## src/design/stiir_pkg.sv

```systemverilog
package stiir_pkg;

    localparam int SAMPLE_W   = 16;
    localparam int COEF_W     = 24;
    localparam int COEF_FRAC  = 20;
    localparam int PROD_W     = COEF_W + SAMPLE_W;
    localparam int ACC_W      = PROD_W + 2;
    localparam int QUOT_W     = ACC_W - COEF_FRAC;
    localparam int HIST_DEPTH = 3;
    localparam int CFG_IDX_W  = 2;

    typedef logic signed [SAMPLE_W-1:0] t_sample;
    typedef logic signed [COEF_W-1:0]   t_coef;

    typedef struct packed {
        t_coef c_in;
        t_coef c_fb1;
        t_coef c_fb2;
        t_coef c_fb3;
    } t_coefs;

    typedef enum logic [CFG_IDX_W-1:0] {
        REG_COEF_INPUT          = 2'd0,
        REG_COEF_FEEDBACK_ONE   = 2'd1,
        REG_COEF_FEEDBACK_TWO   = 2'd2,
        REG_COEF_FEEDBACK_THREE = 2'd3
    } t_reg_idx;

endpackage

```

## src/design/stiir_skid.sv

```systemverilog
module stiir_skid
    import stiir_pkg::*;
(
    input  logic    i_clk,
    input  logic    i_rst_n,
    input  logic    i_load,
    input  t_sample i_left,
    input  t_sample i_right,
    output logic    o_full,
    output logic    o_valid,
    input  logic    i_stall,
    output t_sample o_left,
    output t_sample o_right
);

    logic    r_out_valid, r_skid_valid;
    logic    n_out_valid, n_skid_valid;
    t_sample r_out_left, r_out_right, r_skid_left, r_skid_right;
    logic    take;
    logic    load_out, load_skid, move_skid;

    always_comb begin
        take      = r_out_valid && !i_stall;
        load_out  = i_load && (!r_out_valid || take);
        load_skid = i_load && r_out_valid && !take;
        move_skid = take && r_skid_valid;
        n_out_valid  = load_out || move_skid || (r_out_valid && !take);
        n_skid_valid = load_skid || (r_skid_valid && !move_skid);
    end

    always_ff @(posedge i_clk) begin
        if (!i_rst_n) begin
            r_out_valid  <= 1'b0;
            r_skid_valid <= 1'b0;
        end else begin
            r_out_valid  <= n_out_valid;
            r_skid_valid <= n_skid_valid;
        end
    end

    always_ff @(posedge i_clk) begin
        if (move_skid) begin
            r_out_left  <= r_skid_left;
            r_out_right <= r_skid_right;
        end else if (load_out) begin
            r_out_left  <= i_left;
            r_out_right <= i_right;
        end
        if (load_skid) begin
            r_skid_left  <= i_left;
            r_skid_right <= i_right;
        end
    end

    assign o_full  = r_skid_valid;
    assign o_valid = r_out_valid;
    assign o_left  = r_out_left;
    assign o_right = r_out_right;

endmodule

```

## config.mk

```make
export PLATFORM = sky130hd
export DESIGN_NAME = stiir_skid
export DESIGN_NICKNAME = d
export VERILOG_FILES = /design/src/design/stiir_pkg.sv /design/src/design/stiir_skid.sv
export SDC_FILE = /design/constraint.sdc
export NUM_CORES = 1
export LEC_CHECK = 0
export ABC_AREA = 1
export BUFFER_PORTS_ARGS = -buffer_cell sky130_fd_sc_hd__buf_2
export CORE_MARGIN = 2
export CORE_UTILIZATION = 51
export DETAILED_ROUTE_END_ITERATION = 6
export MAX_ROUTING_LAYER = met4
export PLACE_DENSITY_LB_ADDON = 0.15
export SYNTH_ARGS = -nofsm -noshare
export SYNTH_HDL_FRONTEND = slang
export SYNTH_SLANG_ARGS = --single-unit
```

## constraint.sdc

```tcl
create_clock -name i_clk -period 2.3 [get_ports i_clk]
set_clock_uncertainty 0.2 [all_clocks]
set_input_delay 0.46 -clock i_clk [delete_from_list [all_inputs] [get_ports i_clk]]
set_output_delay 0.46 -clock i_clk [all_outputs]
set_load 0.1 [all_outputs]
```

==> results.py, run 1 <==
metrics = {
    "clocking": {
        "htreeDepth": 3,
        "root_buffer": "clkbuf_8",
        "numCtsBuffers": 9,
        "cts_tree": "yes",
        "cts.sink_count": 66,
        "clkLatencyLatePin_ps": 330,
        "ctsHoldBuffers": 0,
        "cts_resized": 0,
        "cts_buffer_depth": 2,
        "post_cts_buffers": 0,
        "path_clk_slew_ps": 70,
    },
    "critical_path": {
        "critPathBufInv": 1,
        "crit_chain": "buf_2",
        "rrSetupSlack_ps": 820,
        "critical_path_class": "register to primary output",
        "rr_endpoint": "r_skid_right[13]",
        "cp_slowest_cell": "buf_2",
        "end_kind": "primary output",
        "critPathMaxStageDelay_ps": 430,
        "crit_path_start_kind": "register",
        "required_ps": 1640,
        "crit_family": "buffers and inverters",
        "critPathArrivalTime_ps": 1130,
        "worstPathMaxFanout": 5,
        "r2r_cells": 3,
        "r2r_start": "o_valid",
    },
    "final_layout": {
        "area_delta_synth_final_pct": 23.2,
        "nets": 295,
        "final_cell_area_um2": 3130,
        "diodes": 0,
        "layoutNonFillerInstCount": 330,
        "drive_above_1_share_pct": 38.4,
    },
    "synth": {
        "synthTopCellsByArea": "edfxtp_1, nand2_1, inv_1",
        "syn_area_um2": 2540,
        "netlist_instances": 183,
        "synth_top_area_cell": "edfxtp_1",
        "ys_seq_area_share_pct": 77.2,
        "synth.avg_cell_area_um2": 13.9,
        "yosysUniqueCellTypes": 13,
        "ys_seq_elements": 66,
        "ys_warn_count": 0,
        "synth_top_area_share_pct": 75.6,
        "synth_nets": 219,
    },
    "global_route": {
        "grt_pass1_wl_mm": 6.49,
        "overflow": 0,
        "gr-usage-all-layers_pct": 16.9,
        "grt_pass1_vias": 1446,
        "grt_max_degree": 65,
        "antenna_found_initial": 0,
    },
    "timing": {
        "fmax_mhz": 560,
        "finalSetupTns_ps": 0,
        "finalSetupViolations": 0,
        "hold_violations": 0,
        "tightest_slew_ps": 494,
        "period_needed_ps": 1790,
        "slew_violations": 0,
        "slew_headroom_pct": 67.3,
        "finalCritPeriodShare_pct": 77.7,
        "rsz0062_at_grt": "false",
    },
    "floorplan": {
        "io_pins": 70,
        "rows": 25,
        "core_area_um2": 4750,
        "initial_core_util_pct": 53.5,
        "die_x_um": 74.6,
        "die_area_um2": 5570,
        "dieHeight_um": 74.6,
    },
    "route": {
        "wl_per_cell_um": 12.5,
        "routed-via-count": 1517,
        "drt_first_pass_iters": 4,
        "drc": 0,
        "viasPerCell": 4.60,
        "drt_first_iter_violations": 89,
        "drtAntennaViolNets": 0,
        "totalWireLength_mm": 4.12,
    },
    "placed_design": {
        "place_congestion": 0.816,
        "placedCellCount": 315,
        "place_area_um2": 2960,
        "io_buffer_count": 69,
        "dpl.hpwl_mm": 2.71,
    },
    "min_path": {
        "hp-start": "i_left[14]",
        "whs_path_depth": 1,
        "worstHoldEndpoint": "r_skid_left[14]",
        "hold_path.class": "input pin to register",
    },
    "run": {
        "maxCapViolations": 0,
    },
    "power": {
        "power_density_nw_per_um2": 857,
        "ir_worst_vdd_v": 0.000438,
        "p_leak_nw": 1.41,
    },
    "outcome": {
        "outcome": "finished clean",
    },
}
layer usage:
layer  track usage [%]  up-vias  wire length (um)
li1                  -      765                 -
met4              9.72        0                82
met3              5.15        8               269
met1              20.8      693              1870
met5                 -        -                 0
met2              24.8       51              1900
cell usage after synthesis (all sizes together):
master / instances
dfxtp: 2
clkbuf: 1
inv: 36
a21boi: 1
o21ai: 32
edfxtp: 64
nand2: 38
buf: 6
nand3: 3
how the worst max path moves through the flow:
stage | start | to | slack [ps] | cells after the start
after floorplan | o_valid | r_skid_left[0] | 210 | 2
after global placement | i_stall | o_right[4] | 620 | 5
after detailed placement | i_stall | o_left[7] | 600 | 5
after CTS | o_valid | o_valid | 500 | 1
after global routing | o_valid | o_valid | 480 | 1
final | o_valid | o_valid | 510 | 1
placed cells by master, fill, tap and decap left out:
| master | n |
|---|---|
| bufinv_16 | 1 |
| o21ai_2 | 13 |
| a21boi_0 | 1 |
| buf_2 | 69 |
| nand2_2 | 1 |
| inv_1 | 36 |
| clkbuf_1 | 2 |
| clkinv_1 | 1 |
| nand2_1 | 37 |
| edfxtp_1 | 64 |
| o21ai_0 | 2 |
| buf_4 | 1 |
| nand3_2 | 1 |
| o21ai_1 | 17 |
| nand3_1 | 2 |
| clkinv_2 | 2 |
| buf_12 | 2 |
| dfxtp_2 | 2 |
| clkbuf_8 | 9 |
cell type report:
cell class | count | area, um^2
clock buffer | 11 | 131
clock inverter | 4 | 43.8
fill | 376 | 1620
inverter | 36 | 135
multi-input combinational | 74 | 382
sequential | 66 | 1960
tap | 67 | 83.8
timing repair buffer | 72 | 393
logic make-up after synthesis:
| group | after synthesis | share of synthesized area, % |
|---|---|---|
| flip-flops | 66 | 77.2 |
| buffers and inverters | 43 | 7.92 |
| AND/OR/NAND/NOR | 41 | 6.40 |
| AO/OA/AOI/OAI | 33 | 8.51 |
where the power goes:
part	internal [mW]	switching, mW
clock	0.488	0.392
sequential	1.38	0.0144
combinational	0.0711	0.340
sequential cells by signal, summed over array words and instances, names as in the netlist:
name	cells
o_full	1
r_skid_left	16
o_right	16
o_left	16
r_skid_right	16
o_valid	1
metrics by stage:
| stage | hold WS, ps | worst slack [ps] | total power, mW | utilization [%] |
|---|---|---|---|---|
| final | 119 | 513 | 2.68 | 65.9 |
| after global placement | 283 | 616 | 1.83 | 62.2 |
| after detailed placement | 291 | 598 | 1.83 | 62.2 |
| after floorplan | 345 | 210 | 1.74 | - |
| after global routing | 107 | 476 | 2.77 | 65.9 |
| after CTS | 105 | 502 | 2.71 | 65.9 |
(Power assumes the default switching activity.)
==> run 2: changes to the inputs <==
==> constraint.sdc (replaced) <==
create_clock -name i_clk -period 1.83 [get_ports i_clk]
set_clock_uncertainty 0.2 [all_clocks]
set_input_delay 0.366 -clock i_clk [delete_from_list [all_inputs] [get_ports i_clk]]
set_output_delay 0.366 -clock i_clk [all_outputs]
set_load 0.1 [all_outputs]
==> run 2 against run 1 <==
Compared with the run above: worst hold slack got worse by 86 ps; total power increased by 20%; clock-buffer cell count decreased by 1; die area unchanged; sequential share of layout area increased by 0.49 points; final area decreased by 0.52%; via count decreased by 1.5%; critical endpoint unchanged; highest routed layer unchanged.
==> results.py, run 2 (synthesis results as in run 1) <==
metrics = {
    "floorplan": {
        "core_area_um2": 4750,
        "rows": 25,
        "die_x_um": 74.6,
        "die_area_um2": 5570,
        "initial_core_util_pct": 53.5,
        "io_pins": 70,
        "dieHeight_um": 74.6,
    },
    "power": {
        "combPwrFrac_pct": 16.0,
        "sequentialPowerShare_pct": 54.4,
        "pwr-share-clk_pct": 29.6,
        "p_leak_nw": 1.39,
        "p_sw_uw": 928,
        "swShare_pct": 28.9,
        "power_density_nw_per_um2": 1030,
        "intPower_mw": 2.29,
        "ir_worst_vdd_v": 0.000644,
    },
    "clocking": {
        "numCtsBuffers": 9,
        "htreeDepth": 3,
        "cts_buffer_depth": 2,
        "cts.sink_count": 66,
        "cts_resized": 0,
        "ctsHoldBuffers": 0,
        "cts_tree": "yes",
        "clkLatencyLatePin_ps": 320,
        "path_clk_slew_ps": 70,
        "post_cts_buffers": 0,
        "root_buffer": "clkbuf_8",
    },
    "placed_design": {
        "place_congestion": 0.697,
        "pre_cts_ws_ps": 241,
        "dpl.hpwl_mm": 2.85,
        "io_buffer_count": 69,
    },
    "min_path": {
        "hold_path.class": "input pin to register",
    },
    "timing": {
        "hold_violations": 0,
        "slew_headroom_pct": 67.2,
        "finalSetupTns_ps": 0,
        "period_needed_ps": 1680,
        "finalSetupViolations": 0,
        "fmax_mhz": 594,
        "rsz0062_at_grt": "false",
        "finalCritPeriodShare_pct": 92.0,
        "tightest_slew_ps": 496,
        "slew_violations": 0,
        "setup_ws_ps": 147,
    },
    "final_layout": {
        "area_delta_synth_final_pct": 22.6,
        "nets": 296,
        "diodes": 0,
        "layout_commonest_cell": "buf_2",
        "drive_above_1_share_pct": 39.0,
        "final_cell_mix": "buf_2, edfxtp_1, nand2_1",
        "fillers": 389,
    },
    "global_route": {
        "gr-usage-all-layers_pct": 16.7,
        "overflow": 0,
        "grt_pass1_wl_mm": 6.44,
        "antenna_found_initial": 0,
        "grt_max_degree": 36,
        "grt_pass1_vias": 1425,
    },
    "route": {
        "drtAntennaViolNets": 0,
        "drc": 0,
        "drt_first_pass_iters": 4,
        "viasPerCell": 4.52,
        "routed-via-count": 1495,
        "totalWireLength_mm": 4.09,
        "wl_per_cell_um": 12.3,
        "drt_first_iter_violations": 73,
    },
    "critical_path": {
        "required_ps": 1260,
        "critPathBufInv": 1,
        "crit_family": "buffers and inverters",
        "critical_path_class": "register to primary output",
        "crit_path_start_kind": "register",
        "crit_chain": "buf_2",
        "rrSetupSlack_ps": 390,
        "worstPathMaxFanout": 5,
        "cp_slowest_cell": "buf_2",
        "end_kind": "primary output",
        "critPathMaxStageDelay_ps": 420,
        "critPathArrivalTime_ps": 1120,
    },
    "run": {
        "maxCapViolations": 0,
    },
    "outcome": {
        "outcome": "finished clean",
    },
}
run 2: stage by stage:
step	hold slack [ps]	util, %	cells	cell area [um^2]	total power [mW]
6_report	32.9	65.6	331	3120	3.21
4_1_cts	12.9	65.6	331	3120	3.25
3_5_place_dp	298	62.4	316	2970	2.30
5_1_grt	8.17	65.6	331	3120	3.34
2_1_floorplan	263	-	183	2560	2.19
3_3_place_gp	291	62.4	316	2970	2.29
run 2: worst paths after layout:
path	startpoint	to	cells past startpoint
worst min-delay path	i_left[3]	r_skid_left[3]	1
worst min register to register	o_full	o_full	2
worst max register to register	o_valid	o_left[13]	3
worst max-delay path	o_valid	o_valid	1
run 2: metal layers:
layer  up-vias  share of wire (%)  track usage (%)  wire [um]
met5         -                  0                -          0
met4         0                1.2             5.36         51
met3         6                6.3             6.64        257
met2        50                 46             25.0       1880
met1       671                 47             21.1       1900
li1        768                  -                -          -
run 2: power groups by stage:
stage	logic, mW	registers (mW)	clock network (mW)
floorplan	0.0750	2.11	0
global placement	0.511	1.78	0
detailed placement	0.518	1.78	0
CTS	0.518	1.75	0.984
global route	0.540	1.75	1.04
finish	0.514	1.75	0.951
run 2: layout make-up:
| cell class | count | area (um^2) | area share [%] |
|---|---|---|---|
| Multi-Input combinational cell | 74 | 387 | 12.4 |
| Tap cell | 67 | 83.8 | 2.69 |
| Clock buffer | 10 | 128 | 4.09 |
| Timing Repair Buffer | 73 | 388 | 12.4 |
| Sequential cell | 66 | 1970 | 63.2 |
| Inverter | 36 | 139 | 4.46 |
| Clock inverter | 5 | 22.5 | 0.723 |
